`src/hdl/lfsp_pkg.sv`:
```
// Package for the lidar frame sync parser: header bytes, payload offsets,
// output field widths and the frame info struct shared by the modules.
// No dependencies.
package lfsp_pkg;

  // Default payload size and the fixed point count of one frame
  localparam int PAYLOAD_BYTES_DEF = 31;
  localparam int POINTS_PER_FRAME  = 8;
  localparam int PT_W              = $clog2(POINTS_PER_FRAME);

  // Header sequence 55 AA 03 08
  localparam logic [7:0] SYNC_B0 = 8'h55;
  localparam logic [7:0] SYNC_B1 = 8'hAA;
  localparam logic [7:0] SYNC_B2 = 8'h03;
  localparam logic [7:0] SYNC_B3 = 8'h08;

  // Payload byte offsets
  localparam int OFF_SPEED  = 0;
  localparam int OFF_START  = 2;
  localparam int OFF_POINT0 = 4;
  localparam int OFF_END    = 28;
  localparam int POINT_STEP = 3;

  // Angles are reported as raw word minus this bias (1/64 degree units)
  localparam logic [16:0] ANGLE_BIAS = 17'd40960;

  // Output tdata packing
  localparam int OUT_BITS   = PT_W + 16 + 8 + 17 + 17 + 16;
  localparam int OUT_DATA_W = ((OUT_BITS + 7) / 8) * 8;

  // Per-frame words captured while the payload streams in
  typedef struct packed {
    logic [15:0]        speed;
    logic signed [16:0] ang_start;
    logic signed [16:0] ang_end;
  } frame_t;

  // Expected header byte for a given match position
  function automatic logic [7:0] sync_byte(input logic [1:0] idx);
    logic [7:0] b;
    unique case (idx)
      2'd0:    b = SYNC_B0;
      2'd1:    b = SYNC_B1;
      2'd2:    b = SYNC_B2;
      default: b = SYNC_B3;
    endcase
    return b;
  endfunction

  // Raw angle word to biased signed angle, modulo 2^17
  function automatic logic signed [16:0] angle_of(input logic [15:0] raw);
    return $signed({1'b0, raw} - ANGLE_BIAS);
  endfunction

endpackage

```
`src/hdl/lfsp_ram.sv`:
```
// Generic single-port-write, single-port-read RAM with registered read.
// No dependencies.
module lfsp_ram #(
  parameter int WIDTH = 8,
  parameter int DEPTH = 32
) (
  input  logic                     clk,
  input  logic                     wr_en,
  input  logic [$clog2(DEPTH)-1:0] wr_addr,
  input  logic [WIDTH-1:0]         wr_data,
  input  logic                     rd_en,
  input  logic [$clog2(DEPTH)-1:0] rd_addr,
  output logic [WIDTH-1:0]         rd_data
);

  logic [WIDTH-1:0] mem [DEPTH];
  logic [WIDTH-1:0] rd_data_r;

  always_ff @(posedge clk) begin
    if (wr_en) begin
      mem[wr_addr] <= wr_data;
    end
    if (rd_en) begin
      rd_data_r <= mem[rd_addr];
    end
  end

  assign rd_data = rd_data_r;

endmodule

```
`src/hdl/lfsp_hunt.sv`:
```
// Header hunter and payload writer: finds 55 AA 03 08, writes payload bytes
// to the store and captures speed and angle words. Depends on lfsp_pkg.
module lfsp_hunt #(
  parameter int PAYLOAD_BYTES = lfsp_pkg::PAYLOAD_BYTES_DEF
) (
  input  logic                             clk,
  input  logic                             rst_n,
  input  logic                             byte_acc,
  input  logic [7:0]                       data_byte,
  output logic                             wr_en,
  output logic [$clog2(PAYLOAD_BYTES)-1:0] wr_addr,
  output logic                             frame_done,
  output lfsp_pkg::frame_t                 frame
);
  import lfsp_pkg::*;

  localparam int CNT_W = $clog2(PAYLOAD_BYTES);

  logic             in_payload_r, in_payload_nxt;
  logic [1:0]       match_r, match_nxt;
  logic [CNT_W-1:0] cnt_r, cnt_nxt;
  logic [15:0]      speed_r, start_raw_r, end_raw_r;
  logic             last_byte;

  assign last_byte  = (cnt_r == CNT_W'(PAYLOAD_BYTES - 1));
  assign wr_en      = byte_acc && in_payload_r;
  assign wr_addr    = cnt_r;
  assign frame_done = wr_en && last_byte;

  // Hunt / payload counting
  always_comb begin
    in_payload_nxt = in_payload_r;
    match_nxt      = match_r;
    cnt_nxt        = cnt_r;
    if (byte_acc) begin
      if (!in_payload_r) begin
        if (data_byte == sync_byte(match_r)) begin
          match_nxt = match_r + 2'd1;
          if (match_r == 2'd3) begin
            in_payload_nxt = 1'b1;
          end
        end else begin
          // mismatching byte is not retried as a header start
          match_nxt = 2'd0;
        end
      end else if (last_byte) begin
        cnt_nxt        = '0;
        in_payload_nxt = 1'b0;
      end else begin
        cnt_nxt = cnt_r + CNT_W'(1);
      end
    end
  end

  always_ff @(posedge clk) begin
    if (!rst_n) begin
      in_payload_r <= 1'b0;
      match_r      <= 2'd0;
      cnt_r        <= '0;
    end else begin
      in_payload_r <= in_payload_nxt;
      match_r      <= match_nxt;
      cnt_r        <= cnt_nxt;
    end
  end

  // Capture the frame-wide words as they pass
  always_ff @(posedge clk) begin
    if (wr_en) begin
      if (cnt_r == CNT_W'(OFF_SPEED))     speed_r[7:0]      <= data_byte;
      if (cnt_r == CNT_W'(OFF_SPEED + 1)) speed_r[15:8]     <= data_byte;
      if (cnt_r == CNT_W'(OFF_START))     start_raw_r[7:0]  <= data_byte;
      if (cnt_r == CNT_W'(OFF_START + 1)) start_raw_r[15:8] <= data_byte;
      if (cnt_r == CNT_W'(OFF_END))       end_raw_r[7:0]    <= data_byte;
      if (cnt_r == CNT_W'(OFF_END + 1))   end_raw_r[15:8]   <= data_byte;
    end
  end

  assign frame.speed     = speed_r;
  assign frame.ang_start = angle_of(start_raw_r);
  assign frame.ang_end   = angle_of(end_raw_r);

endmodule

```
`src/hdl/lfsp_emit.sv`:
```
// Point emitter: a small sequencer walks the payload store one byte per read,
// assembles each point and holds it in the output register. Depends on lfsp_pkg.
module lfsp_emit #(
  parameter int PAYLOAD_BYTES = lfsp_pkg::PAYLOAD_BYTES_DEF
) (
  input  logic                             clk,
  input  logic                             rst_n,
  input  logic                             frame_done,
  input  lfsp_pkg::frame_t                 frame,
  output logic                             rd_en,
  output logic [$clog2(PAYLOAD_BYTES)-1:0] rd_addr,
  input  logic [7:0]                       rd_data,
  output logic                             busy,
  output logic                             pt_valid,
  input  logic                             pt_ready,
  output logic [lfsp_pkg::OUT_DATA_W-1:0]  pt_data,
  output logic                             pt_last
);
  import lfsp_pkg::*;

  localparam int AW = $clog2(PAYLOAD_BYTES);

  localparam logic [1:0] ST_IDLE = 2'd0;
  localparam logic [1:0] ST_RD   = 2'd1;
  localparam logic [1:0] ST_CAP  = 2'd2;
  localparam logic [1:0] ST_OUT  = 2'd3;

  logic [1:0]      state_r, state_nxt;
  logic [AW-1:0]   addr_r, addr_nxt;
  logic [1:0]      sel_r, sel_nxt;
  logic [PT_W-1:0] pt_r, pt_nxt;
  logic [7:0]      dist_lo_r, dist_hi_r, qual_r;
  logic            pt_done;

  assign pt_done = (pt_r == PT_W'(POINTS_PER_FRAME - 1));

  // Sequencer: one shared address incrementer steps through the store
  always_comb begin
    state_nxt = state_r;
    addr_nxt  = addr_r;
    sel_nxt   = sel_r;
    pt_nxt    = pt_r;
    unique case (state_r)
      ST_IDLE: begin
        if (frame_done) begin
          state_nxt = ST_RD;
          addr_nxt  = AW'(OFF_POINT0);
          sel_nxt   = 2'd0;
          pt_nxt    = '0;
        end
      end
      ST_RD: begin
        state_nxt = ST_CAP;
      end
      ST_CAP: begin
        addr_nxt = addr_r + AW'(1);
        if (sel_r == 2'd2) begin
          sel_nxt   = 2'd0;
          state_nxt = ST_OUT;
        end else begin
          sel_nxt   = sel_r + 2'd1;
          state_nxt = ST_RD;
        end
      end
      ST_OUT: begin
        if (pt_ready) begin
          if (pt_done) begin
            state_nxt = ST_IDLE;
          end else begin
            pt_nxt    = pt_r + PT_W'(1);
            state_nxt = ST_RD;
          end
        end
      end
      default: state_nxt = ST_IDLE;
    endcase
  end

  always_ff @(posedge clk) begin
    if (!rst_n) begin
      state_r <= ST_IDLE;
      addr_r  <= '0;
      sel_r   <= 2'd0;
      pt_r    <= '0;
    end else begin
      state_r <= state_nxt;
      addr_r  <= addr_nxt;
      sel_r   <= sel_nxt;
      pt_r    <= pt_nxt;
    end
  end

  // Byte capture into the point register
  always_ff @(posedge clk) begin
    if (state_r == ST_CAP) begin
      case (sel_r)
        2'd0:    dist_lo_r <= rd_data;
        2'd1:    dist_hi_r <= rd_data;
        default: qual_r    <= rd_data;
      endcase
    end
  end

  assign rd_en    = (state_r == ST_RD);
  assign rd_addr  = addr_r;
  assign busy     = (state_r != ST_IDLE);
  assign pt_valid = (state_r == ST_OUT);
  assign pt_last  = pt_done;
  assign pt_data  = OUT_DATA_W'({frame.speed, frame.ang_end, frame.ang_start,
                                 qual_r, dist_hi_r, dist_lo_r, pt_r});

endmodule

```
`src/hdl/lidar_frame_sync_parser_core.sv`:
```
// Readout: after the frame's last payload byte the emitter leaves idle and, for each
// point, does 3 store reads (each an ST_RD then an ST_CAP state) and then waits in
// ST_OUT until out_tready takes the point.
// Throughput: one byte per cycle while hunting or in payload; in_tready is low
// while the eight points of a frame are read out. Set by the single store read port.
// Reset: rst_n synchronous, active low; clears hunt, counters and sequencer.
module lidar_frame_sync_parser_core #(
  parameter int PAYLOAD_BYTES = lfsp_pkg::PAYLOAD_BYTES_DEF
) (
  input  logic                            clk,
  input  logic                            rst_n,
  input  logic                            in_tvalid,
  output logic                            in_tready,
  input  logic [7:0]                      in_tdata,   // [7:0] data_byte
  output logic                            out_tvalid,
  input  logic                            out_tready,
  // [2:0] point_number, [18:3] distance, [26:19] quality, [43:27] ang_start,
  // [60:44] ang_end, [76:61] rotation_speed, rest zero
  output logic [lfsp_pkg::OUT_DATA_W-1:0] out_tdata,
  output logic                            out_tlast   // last_point
);
  import lfsp_pkg::*;

  localparam int AW = $clog2(PAYLOAD_BYTES);

  logic          byte_acc, wr_en, rd_en, frame_done, busy;
  logic [AW-1:0] wr_addr, rd_addr;
  logic [7:0]    rd_data;
  frame_t        frame;

  assign in_tready = !busy;
  assign byte_acc  = in_tvalid && in_tready;

  lfsp_hunt #(.PAYLOAD_BYTES(PAYLOAD_BYTES)) u_hunt (
    .clk        (clk),
    .rst_n      (rst_n),
    .byte_acc   (byte_acc),
    .data_byte  (in_tdata),
    .wr_en      (wr_en),
    .wr_addr    (wr_addr),
    .frame_done (frame_done),
    .frame      (frame)
  );

  lfsp_ram #(.WIDTH(8), .DEPTH(PAYLOAD_BYTES)) u_store (
    .clk     (clk),
    .wr_en   (wr_en),
    .wr_addr (wr_addr),
    .wr_data (in_tdata),
    .rd_en   (rd_en),
    .rd_addr (rd_addr),
    .rd_data (rd_data)
  );

  lfsp_emit #(.PAYLOAD_BYTES(PAYLOAD_BYTES)) u_emit (
    .clk        (clk),
    .rst_n      (rst_n),
    .frame_done (frame_done),
    .frame      (frame),
    .rd_en      (rd_en),
    .rd_addr    (rd_addr),
    .rd_data    (rd_data),
    .busy       (busy),
    .pt_valid   (out_tvalid),
    .pt_ready   (out_tready),
    .pt_data    (out_tdata),
    .pt_last    (out_tlast)
  );

`ifndef ASSERT_OFF
  // No byte is taken while points are pending
  a_no_input_while_out: assert property (@(posedge clk) disable iff (!rst_n)
    out_tvalid |-> !in_tready)
    else $error("input accepted while a point is pending");

  // A completed frame stops input on the next cycle
  a_frame_blocks_input: assert property (@(posedge clk) disable iff (!rst_n)
    frame_done |=> !in_tready)
    else $error("input still open after frame end");

  // Delivering the last point frees the input side
  a_last_releases: assert property (@(posedge clk) disable iff (!rst_n)
    (out_tvalid && out_tready && out_tlast) |=> in_tready)
    else $error("input not released after last point");

  // The store is never read and written in the same cycle
  a_rd_wr_excl: assert property (@(posedge clk) disable iff (!rst_n)
    !(rd_en && wr_en))
    else $error("store read and write collide");
`endif

endmodule

```
`config.mk`:
```
export PLATFORM = sky130hd
export DESIGN_NAME = lidar_frame_sync_parser_core
export DESIGN_NICKNAME = d
export VERILOG_FILES = /design/src/hdl/lfsp_pkg.sv /design/src/hdl/lfsp_ram.sv /design/src/hdl/lfsp_hunt.sv /design/src/hdl/lfsp_emit.sv /design/src/hdl/lidar_frame_sync_parser_core.sv
export SDC_FILE = /design/constraint.sdc
export NUM_CORES = 1
export LEC_CHECK = 0
export BUFFER_PORTS_ARGS = -buffer_cell sky130_fd_sc_hd__buf_2
export CORE_ASPECT_RATIO = 1.1
export CORE_MARGIN = 2
export CORE_UTILIZATION = 55
export CTS_CLUSTER_DIAMETER = 60
export CTS_CLUSTER_SIZE = 25
export DETAILED_ROUTE_END_ITERATION = 8
export PLACE_DENSITY = 0.74
export REMOVE_ABC_BUFFERS = 1
export SLEW_MARGIN = 20
export SYNTH_ARGS = -nofsm -noshare
export SYNTH_HDL_FRONTEND = slang
export SYNTH_SLANG_ARGS = --single-unit
```
`constraint.sdc`:
```
create_clock -name clk -period 2 [get_ports clk]
set_input_delay 0.3 -clock clk [delete_from_list [all_inputs] [get_ports clk]]
set_output_delay 0.3 -clock clk [all_outputs]
set_load 0.05 [all_outputs]
```
==> results.md, run 1 <==
* Outcome: completed
* Cells after Synth at slightly above 800
* M1 wire length at 12000 um
* Asr flop ratio synth at 0%
* DR WL met2 at 14000 um
* Total Routing Usage GR at a little under a quarter
* Initial antenna violation count at 0
* Max Used Layer: met4
* Post-CTS setup buffers at 0
* Root Driver: clkbuf_16
* Number of synthesized flops with an enable pin at roughly 330
* Worst Setup Slack, final at 0.0731 ns
* Die area at 26100 um2
* Critical Path Fanout Max at 7
* Sequential fraction of the synthesis area at 75.0%
* Total Wirelength at 29200 um
* Synth Register Bits at between 300 and 400
* Nets at slightly below 1000
* Largest net degree at the start of global routing at 42
* Post-place setup slack at 0.0918 ns
* Crit path DAT at between 2 and 2.5 ns
* Final Critical Period at 1.93 ns
* Endpoints failing setup at 0
* CP startpoint kind: register
* Synthesis Warnings at 0
* Commonest non-fill, non-tap cell in the layout: edfxtp_1
* Worst Path Required at approximately 2.3 ns
* Placed cell count at 1245
* Clock slew at reported path FFs at about 0.090 ns
* P&R area growth vs syn at 13.3%
* Fin. Hold Viols at 0
* Synth Area per Inst at between 15 and 20 um2
* Worst Setup SP: u_emit.rd_addr[2]$_SDFFE_PN0P_
* Fin. max-slew vios at 0
* TritonCTS clock tree: yes
* Antenna cells at 0
* Layout Cells excl Fill at 1279
* Detailed Routing Iterations Pass 1 at 5
* Final Cycle Share at 96.3%
* Hold path depth at 1
* Via count at 7457
* Max-cap viol count at 0
* Number of global-route vias before repair at roughly 7600
* Min-Delay Path Class: in -> reg
* Mapped cell area at 13700 um2
* Die Wd at 154 um
* I/O pin count at 95
* I/O Buffers at 91
* DRC at 0
* CTS Buffer Depth at 3
* Fin Clk Skew at 0.0332 ns
* Filler cells at about 1700
* Die height at ~170 um
* Core Box Area at roughly 24000 um2
* Startpoint of the worst register-to-register path: u_emit.rd_addr[2]$_SDFFE_PN0P_
* Detail Route Antenna Nets at 0
* Most frequent cells in the layout: 328 x edfxtp_1, 93 x mux2i_1, 91 x buf_2
* Routed wire per std cell at 22.8 um
* Clock Sinks at roughly 350
* Peak supply drop at 0.000828 V
* Final Wtd Congestion at 0.844
* First-pass GRT wire length at ~44000 um
* Met3 wire length at 2290 um
* Via density at about 5.8
* Worst Setup End Kind: register
* DPL Wire Length at about 19000 um
* Global route overflow at 0
* Pwr Density at 818 nW/um2
* TritonCTS Buffers at 21
* Yosys cell types at 48
* Top_reg_cell synth: edfxtp_1
* Crit Path Class: reg -> reg
* H-tree depth at 1
* DR iter-0 viols at 633
* Min-delay src: in_tdata[0]
* Max Freq at 519 MHz
* Internal reg-to-reg setup slack at ~0.073 ns
* Clk Latency, worst-skew pair at 0.53 ns
* Min Hold Slack at 0.112 ns
* Max_slew headroom at around two thirds
* Initial Utilization at ~56%
* Cells on worst reg2reg path at 4
* Fin util at 63.3%
* Ratio of cells with drive above 1 in the final layout at 24.0%
* Num rows at 60
* Lkg Pwr at between 5 and 6 nW
* Worst-Margin Slew at 0.522 ns
[state kept, by name, indices dropped and copies added, names as in the netlist, 8 cells and up]
| signal | count |
|---|---|
| u_store.rd_data | 8 |
| u_hunt.end_raw_r | 16 |
| u_emit.dist_hi_r | 8 |
| u_store.mem | 248 |
| u_hunt.start_raw_r | 16 |
| u_emit.dist_lo_r | 8 |
| u_hunt.speed_r | 16 |
| u_emit.qual_r | 8 |
[worst max-delay path: stages, from the launching register on]
cell and delay (ns):
dfxtp_2 0.54, buf_4 0.22, mux4_2 0.32, a2111oi_2 0.42, a221oi_1 0.17
[report_power, final]
group	total (mW)	internal (mW)	switching [mW]
Sequential	7.93	7.93	0.0000165
Clock	4.57	2.16	2.41
Combinational	0.168	0.0247	0.143
Total	12.7	10.1	2.56
[synth_stat cells (12+ instances only)]
master    number  area, um2
a22oi_1       28        210
mux4_2        12        270
ha_1          12        150
mux2i_1       93        931
nor2b_1       12       75.1
nand2_1       40        150
edfxtp_1     328       9850
nor2_1        55        206
inv_1         14       52.6
dfxtp_1       20        400
buf_4         40        300
nand3_1       23        115
a21oi_1       27        135
[final cells by class]
class / count / area (um2) / area share (%)
inverter: 14 / 52.6 / 0.339
clock inverter: 12 / 159 / 1.03
tap: 310 / 388 / 2.50
timing repair buffer: 179 / 1170 / 7.53
sequential: 348 / 10300 / 66.2
multi-input combinational: 394 / 2940 / 19.0
clock buffer: 22 / 529 / 3.42
[metrics by stage]
step | area, um2 | power (mW) | setup TNS (ns)
final | 15500 | 12.7 | 0
after global routing | 15500 | 13.0 | -0.0372
after CTS | 15500 | 12.7 | 0
after detailed placement | 14800 | 8.27 | 0
after global placement | 14800 | 8.26 | 0
after floorplan | 13200 | 8.13 | -16.61
[logic make-up (layout without fill, tap and decap cells)]
| family | count (synthesis) | in the layout | share of synthesized area [%] |
|---|---|---|---|
| muxes | 107 | 107 | 9.17 |
| and+or+nand+nor | 177 | 177 | 6.33 |
| xor gates and xnor gates | 7 | 7 | 0.449 |
| DFF | 348 | 348 | 75.0 |
| adders and majority gates | 12 | 12 | 1.10 |
| other | 1 | 3 | 0.0274 |
| buffers and inverters | 78 | 227 | 3.58 |
| AOI/OAI and AO/OA | 88 | 88 | 4.35 |
[worst paths after layout]
path	endpoint
worst max-delay path	u_store.rd_data[4]$_DFFE_PN_
worst max register to register	u_store.rd_data[4]$_DFFE_PN_
worst min register to register	u_emit.pt_r[2]$_SDFFE_PN0P_
worst min-delay path	u_store.mem[28][0]$_DFFE_PP_
[repair_timing]
item / 4_1_cts / 5_1_grt
hold buffers: 0 / 0
resized for setup: 0 / 1
endpoints found under the setup margin: 0 / 3
[layer usage]
layer  vias up  GRT usage [%]
met5         -              0
met4         0           7.21
met3        56           4.83
met2       333           37.6
met1      3690           30.4
li1       3378              -
No activity file was read; power rests on OpenSTA's default activity.
==> inputs of run 2 (changes only) <==
--- a/config.mk
+++ b/config.mk
@@ -5,14 +5,14 @@
 export SDC_FILE = /design/constraint.sdc
 export NUM_CORES = 1
 export LEC_CHECK = 0
-export BUFFER_PORTS_ARGS = -buffer_cell sky130_fd_sc_hd__buf_2
 export CORE_ASPECT_RATIO = 1.1
 export CORE_MARGIN = 2
 export CORE_UTILIZATION = 55
 export CTS_CLUSTER_DIAMETER = 60
 export CTS_CLUSTER_SIZE = 25
 export DETAILED_ROUTE_END_ITERATION = 8
-export PLACE_DENSITY = 0.74
+export DONT_BUFFER_PORTS = 1
+export PLACE_DENSITY = 0.7
 export REMOVE_ABC_BUFFERS = 1
 export SLEW_MARGIN = 20
 export SYNTH_ARGS = -nofsm -noshare
==> results.md, run 2 (synthesis gave the netlist of run 1 again) <==
* Crit Path Class: reg -> out (was reg -> reg)
* Initial antenna violation count at 1 (was 0)
* TritonCTS Buffers at 20 (was 21)
* Initial Utilization at 55.8% (unchanged)
* Die Wd at 154 um (unchanged)
* Total Wirelength at 29700 um (was 29200 um)
* Most frequent cells in the layout: 328 x edfxtp_1, 93 x mux2i_1, 65 x buf_4 (was 328 x edfxtp_1, 93 x mux2i_1, 91 x buf_2)
* Fin Clk Skew at 0.0206 ns (was 0.0332 ns)
* Pwr Density at 841 nW/um2 (was 818 nW/um2)
* Clock Sinks at 348 (unchanged)
* I/O pin count at 95 (unchanged)
* Most used cell, CP: inv_1
* Core Box Area at 24500 um2 (unchanged)
* Post-CTS setup buffers at 0 (unchanged)
* Total Routing Usage GR at 22.9% (was 22.6%)
* Clock slew at reported path FFs at 0.09 ns (about the same)
* Sw frac at 19.4% (was 20.2%)
* Placement-stage cell area at 14200 um2 (was 14800 um2)
* Placed cell count at 1136 (was 1245)
* Final Wtd Congestion at 0.860 (was 0.844)
* Crit path DAT at 1.62 ns (was 2.19 ns)
* Detailed Routing Iterations Pass 1 at 5 (unchanged)
* Fin util at 61.7% (was 63.3%)
* Total power at 12.7 mW (about the same)
* Ratio of cells with drive above 1 in the final layout at 15.2% (was 24.0%)
* Worst Setup End Kind: output pin (was register)
* CP max stage delay at 0.40 ns (was 0.54 ns)
* Endpoints failing setup at 0 (unchanged)
* Layout Cells excl Fill at 1180 (was 1279)
* Max Freq at 521 MHz (was 519 MHz)
* P&R area growth vs syn at 10.4% (was 13.3%)
* Clock power share at 36.2% (was 36.1%)
* Routed wire per std cell at 25.2 um (was 22.8 um)
* Worst Path Required at 1.70 ns (was 2.26 ns)
* Largest net degree at the start of global routing at 44 (was 42)
* Die height at 169 um (unchanged)
* Detail Route Antenna Nets at 0 (unchanged)
* TritonCTS clock tree: yes (unchanged)
* Worst Setup SP: u_hunt.end_raw_r[13]$_DFFE_PP_ (was u_emit.rd_addr[2]$_SDFFE_PN0P_)
* Final Critical Period at 1.92 ns (was 1.93 ns)
* Final Cycle Share at 95.9% (was 96.3%)
* Clk Latency, worst-skew pair at 0.53 ns (about the same)
* RSZ-0062 raised after global routing: false
* DRC at 0 (unchanged)
* Flop pwr share at 62.5% (was 62.6%)
* DPL Wire Length at 18300 um (was 19200 um)
* CTS Buffer Depth at 3 (unchanged)
* Worst R2R End: u_hunt.match_r[0]$_SDFFE_PN0P_ (was u_store.rd_data[4]$_DFFE_PN_)
* Cells on worst reg2reg path at 6 (was 4)
* Num rows at 60 (unchanged)
* Largest reg by FF count: u_store.mem (unchanged)
* CP Capture Point: out_tdata[58] (was u_store.rd_data[4]$_DFFE_PN_)
* Via density at 6.01 (was 5.83)
* Setup TNS Final at 0 ns (unchanged)
* Nets at 882 (was 982)
* Outcome: completed (unchanged)
* Worst-Margin Slew at 0.609 ns (was 0.522 ns)
* Global route overflow at 0 (unchanged)
* CP startpoint kind: register (unchanged)
* DR iter-0 viols at 758 (was 633)
* Critical Path Fanout Max at 2 (was 7)
* First-pass GRT wire length at 44100 um (was 44200 um)
* Startpoint of the worst register-to-register path: u_hunt.match_r[0]$_SDFFE_PN0P_ (was u_emit.rd_addr[2]$_SDFFE_PN0P_)
* Min-Delay Path Class: in -> reg (unchanged)
* Slowest CP cell: edfxtp_1 (was dfxtp_2)
* Peak supply drop at 0.000689 V (was 0.000828 V)
* Fin. Hold Viols at 0 (unchanged)
* Largest register FFs at 248 (unchanged)
* Filler cells at 1761 (was 1740)
* Internal power at 10.2 mW (was 10.1 mW)
* Fin. max-slew vios at 0 (unchanged)
* Internal reg-to-reg setup slack at 0.09 ns (was 0.07 ns)
* Antenna cells at 0 (unchanged)
* Comb pwr share at 1.4% (was 1.3%)
* Die area at 26100 um2 (unchanged)
* Switch Pwr at 2.46 mW (was 2.56 mW)
* CP cell instances: inv_1 -> ha_1 -> inv_1 (was buf_4 -> mux4_2 -> a2111oi_2 -> a221oi_1)
* Commonest non-fill, non-tap cell in the layout: edfxtp_1 (unchanged)
* Max-cap viol count at 0 (unchanged)
* Layout Cell Area excl Fill at 15100 um2 (was 15500 um2)
* Lkg Pwr at 4.77 nW (was 5.13 nW)
* I/O Buffers at 0 (was 91)
* Max_slew headroom at 59.3% (was 65.2%)
* Via count at 7095 (was 7457)
* Number of global-route vias before repair at 7180 (was 7550)
* H-tree depth at 1 (unchanged)
* Root Driver: clkbuf_16 (unchanged)
==> run 2: cell types whose count changed in the layout (fill, tap and decap cells not counted), moves of 2 or more <==
cell | previous run | this run
buf_2 | 91 | 0
buf_4 | 84 | 65
buf_12 | 4 | 13
clkinvlp_4 | 4 | 0
a21boi_0 | 6 | 4
clkbuf_1 | 1 | 3
dlygate4sd3_1 | 0 | 2
inv_6 | 0 | 2
inv_8 | 0 | 2
o21ai_0 | 9 | 7
o21ai_1 | 0 | 2
==> run 2: layer usage <==
metal	part of all wire [%]	up-vias	track usage (%)
met4	2.8	0	7.37
met3	8.5	44	5.57
li1	-	3181	-
met2	48	296	38.1
met1	40	3574	30.1
met5	0	-	0
==> run 2: worst min-delay path by stage <==
| stage | from | endpoint | slack [ns] | cells after the start |
|---|---|---|---|---|
| 2_1_floorplan | in_tdata[0] | u_hunt.end_raw_r[0]$_DFFE_PP_ | 0.40 | 0 |
| 3_5_place_dp | in_tdata[7] | u_hunt.end_raw_r[15]$_DFFE_PP_ | 0.40 | 0 |
| 4_1_cts | rst_n | u_hunt.wr_addr[3]$_SDFFE_PN0P_ | 0.06 | 2 |
| 6_report | rst_n | u_hunt.wr_addr[3]$_SDFFE_PN0P_ | 0.07 | 2 |
| 5_1_grt | in_tdata[4] | u_hunt.speed_r[4]$_DFFE_PP_ | 0.1 | 1 |
| 3_3_place_gp | in_tdata[0] | u_hunt.end_raw_r[8]$_DFFE_PP_ | 0.40 | 0 |
==> run 2: layout make-up <==
cell class | count | area, um2 | area share (%)
timing repair buffer | 80 | 768 | 5.09
tap | 310 | 388 | 2.57
clock inverter | 10 | 146 | 0.970
multi-input combinational | 394 | 2940 | 19.5
sequential | 348 | 10300 | 68.0
clock buffer | 24 | 537 | 3.56
inverter | 14 | 52.6 | 0.348
==> run 2: power groups by stage <==
stage / combinational (mW) / clock (mW) / sequential, mW
finish: 0.174 / 4.59 / 7.93
global route: 0.186 / 4.91 / 7.93
CTS: 0.175 / 4.64 / 7.93
detailed placement: 0.0246 / 0 / 8.10
global placement: 0.0240 / 0 / 8.10
floorplan: 0.0225 / 0 / 8.10
==> run 2: worst max-delay path: cells and delay by family (launching register included) <==
kind | cells | cell delay [ns]
adders and majority gates | 1 | 0.25
buffers and inverters | 2 | 0.45
DFF | 1 | 0.40
==> run 2: stage by stage <==
| step | hold WS [ns] | setup WS, ns |
|---|---|---|
| final | 0.0747 | 0.0812 |
| after global routing | 0.0972 | 0.00612 |
| after CTS | 0.0628 | 0.00550 |
| after detailed placement | 0.402 | -0.0281 |
| after global placement | 0.401 | 0.156 |
| after floorplan | 0.399 | -1.70 |
==> run 2: what timing repair did <==
action | CTS | global route
setup endpoints to repair | 2 | 2
resized for setup | 1 | 4
hold buffers | 10 | 0
hold endpoints to repair | 310 | 0
==> inputs of run 3 (changes only) <==
--- a/config.mk
+++ b/config.mk
@@ -12,7 +12,7 @@
 export CTS_CLUSTER_SIZE = 25
 export DETAILED_ROUTE_END_ITERATION = 8
 export DONT_BUFFER_PORTS = 1
-export PLACE_DENSITY = 0.7
+export PLACE_DENSITY = 0.75
 export REMOVE_ABC_BUFFERS = 1
 export SLEW_MARGIN = 20
 export SYNTH_ARGS = -nofsm -noshare
==> constraint.sdc (replaced) <==
create_clock -name clk -period 2 [get_ports clk]
set_input_delay 0.5 -clock clk [delete_from_list [all_inputs] [get_ports clk]]
set_output_delay 0.5 -clock clk [all_outputs]
set_load 0.05 [all_outputs]
==> results.md, run 3 (synthesis gave the netlist of run 1 again) <==
* Most frequent cells in the layout: 328 x edfxtp_1, 93 x mux2i_1, 78 x buf_4 (was 328 x edfxtp_1, 93 x mux2i_1, 65 x buf_4)
* Initial Utilization at 55.8% (unchanged)
* CP cell instances: inv_2 -> ha_4 -> xnor2_2 -> buf_6 (was inv_1 -> ha_1 -> inv_1)
* Crit Path Class: reg -> out (unchanged)
* Initial antenna violation count at 0 (was 1)
* Fin Clk Skew at 0.0163 ns (was 0.0206 ns)
* Outcome: completed (unchanged)
* I/O pin count at 95 (unchanged)
* Via density at 6.01 (about the same)
* Critical Path Fanout Max at 2 (unchanged)
* Num rows at 60 (unchanged)
* Endpoints failing setup at 0 (unchanged)
* Crit path DAT at 1.49 ns (was 1.62 ns)
* Detailed Routing Iterations Pass 1 at 5 (unchanged)
* TritonCTS clock tree: yes (unchanged)
* Core Box Area at 24500 um2 (unchanged)
* Hold buffer count at cts at 0 (was 10)
* Multi-input gate area at 2990 um2 (was 2940 um2)
* Internal reg-to-reg setup slack at 0.06 ns (was 0.09 ns)
* Pwr Density at 836 nW/um2 (was 841 nW/um2)
* Ratio of cells with drive above 1 in the final layout at 17.7% (was 15.2%)
* Total power at 12.7 mW (about the same)
* Largest register FFs at 248 (unchanged)
* Routed wire per std cell at 24.1 um (was 25.2 um)
* CTS Buffer Depth at 3 (unchanged)
* Die area at 26100 um2 (unchanged)
* Min-delay src: in_tdata[2] (was rst_n)
* Max-cap viol count at 0 (unchanged)
* CP startpoint kind: register (unchanged)
* Slowest CP cell: edfxtp_1 (unchanged)
* Sequential cell area at 10300 um2 (about the same)
* Die height at 169 um (unchanged)
* Global route overflow at 0 (unchanged)
* Via count at 7158 (was 7095)
* Largest net degree at the start of global routing at 40 (was 44)
* Lkg Pwr at 4.82 nW (was 4.77 nW)
* Total Wirelength at 28700 um (was 29700 um)
* Final Critical Period at 1.99 ns (was 1.92 ns)
* Max Freq at 501 MHz (was 521 MHz)
* Cell family with most CP delay: flip-flops (was buffers and inverters)
* Sw frac at 19.9% (was 19.4%)
* Hold path depth at 0 (was 2)
* Final Wtd Congestion at 0.869 (was 0.860)
* Clock power share at 37.3% (was 36.2%)
* First-pass GRT wire length at 42400 um (was 44100 um)
* Fin util at 62.0% (was 61.7%)
* Nets at 892 (was 882)
* RSZ-0062 raised after global routing: true (was false)
* Peak supply drop at 0.000613 V (was 0.000689 V)
* Clock slew at reported path FFs at 0.09 ns (about the same)
* Cells on worst reg2reg path at 6 (unchanged)
* Worst-Margin Slew at 0.591 ns (was 0.609 ns)
* Startpoint of the worst register-to-register path: u_emit.rd_addr[1]$_SDFFE_PN0P_ (was u_hunt.match_r[0]$_SDFFE_PN0P_)
* Comb pwr share at 0.2% (was 1.4%)
* Die Wd at 154 um (unchanged)
* Clock Sinks at 348 (unchanged)
* Fin. Hold Viols at 0 (unchanged)
* Largest reg by FF count: u_store.mem (unchanged)
* Number of global-route vias before repair at 7123 (was 7180)
* DR iter-0 viols at 840 (was 758)
* H-tree depth at 1 (unchanged)
* Min-Delay Path Class: in -> reg (unchanged)
* I/O Buffers at 0 (unchanged)
* Hold Path Sink: u_hunt.speed_r[2]$_DFFE_PP_ (was u_hunt.wr_addr[3]$_SDFFE_PN0P_)
* Worst Path Buf+Inv at 2 (unchanged)
* Detail Route Antenna Nets at 0 (unchanged)
* CP max stage delay at 0.38 ns (was 0.40 ns)
* Clk Latency, worst-skew pair at 0.53 ns (about the same)
* Commonest non-fill, non-tap cell in the layout: edfxtp_1 (unchanged)
* Max_slew headroom at 60.5% (was 59.3%)
* Internal power at 10.2 mW (about the same)
* Antenna cells at 0 (unchanged)
* Final Cycle Share at 99.7% (was 95.9%)
* Worst Path Required at 1.50 ns (was 1.70 ns)
* Fin. max-slew vios at 0 (unchanged)
* Filler cells at 1709 (was 1761)
* DRC at 0 (unchanged)
* Worst Setup End Kind: output pin (unchanged)
* P&R area growth vs syn at 11.1% (was 10.4%)
* Flop pwr share at 62.5% (about the same)
* Switch Pwr at 2.52 mW (was 2.46 mW)
* Root Driver: clkbuf_16 (unchanged)
* DPL Wire Length at 17900 um (was 18300 um)
* Worst R2R End: u_store.rd_data[3]$_DFFE_PN_ (was u_hunt.match_r[0]$_SDFFE_PN0P_)
* Total Routing Usage GR at 21.7% (was 22.9%)
* TritonCTS Buffers at 22 (was 20)
run 3: metal layers:
| metal | up-vias | track usage, % | wire (um) |
|---|---|---|---|
| met4 | 0 | 8.94 | 1240 |
| met2 | 334 | 34.8 | 13500 |
| met5 | - | 0 | 0 |
| li1 | 3210 | - | - |
| met1 | 3543 | 29.7 | 11700 |
| met3 | 71 | 4.06 | 2160 |
run 3: final cells by class:
type                    count  share of cell area [%]
inverters                  14                   0.363
flip-flops and latches    348                    67.5
repair buffers             88                    5.00
well taps                 310                    2.55
clock inverters            13                    1.05
multi-input cells         394                    19.7
clock buffers              24                    3.82
run 3: repair_timing:
action                     in CTS  in global routing
resized for setup               5                 13
setup endpoints to repair       4                  8
pin swaps                       1                  3
setup buffers                   4                  2
run 3: worst max path at each step:
| stage | cells past startpoint | from | to |
|---|---|---|---|
| after floorplan | 3 | u_emit.rd_addr[1]$_SDFFE_PN0P_ | u_store.rd_data[0]$_DFFE_PN_ |
| after global placement | 4 | in_tvalid | u_hunt.speed_r[6]$_DFFE_PP_ |
| after detailed placement | 4 | in_tvalid | u_hunt.end_raw_r[0]$_DFFE_PP_ |
| after CTS | 4 | u_hunt.end_raw_r[13]$_DFFE_PP_ | out_tdata[59] |
| after global routing | 4 | u_hunt.end_raw_r[13]$_DFFE_PP_ | out_tdata[59] |
| final | 4 | u_hunt.end_raw_r[13]$_DFFE_PP_ | out_tdata[59] |
run 3: stage by stage:
step	std cells	setup slack, ns	setup TNS [ns]	area (um2)	hold WS, ns
after CTS	1189	-0.0266	-0.0266	15100	0.0538
after detailed placement	1148	0.0412	0	14300	0.458
final	1191	0.00568	0	15200	0.0657
after floorplan	756	-1.70	-16.90	13200	0.440
after global placement	1148	0.0199	0	14300	0.445
after global routing	1191	-0.0614	-0.141	15200	0.0438
run 3: power by group through the flow:
stage          clock network [mW]  logic [mW]  registers, mW
5_1_grt                      5.07      0.0264           7.93
2_1_floorplan                   0      0.0225           8.10
3_3_place_gp                    0      0.0240           8.10
4_1_cts                      4.80      0.0242           7.93
6_report                     4.74      0.0248           7.93
3_5_place_dp                    0      0.0241           8.10
run 3: worst reg2reg max path: stages, from the launching register on:
cell and delay [ns]:
dfxtp_4 0.43, buf_12 0.22, buf_12 0.23, mux2i_1 0.31, a22oi_1 0.13, nand3_1 0.18, nand4_1 0.17
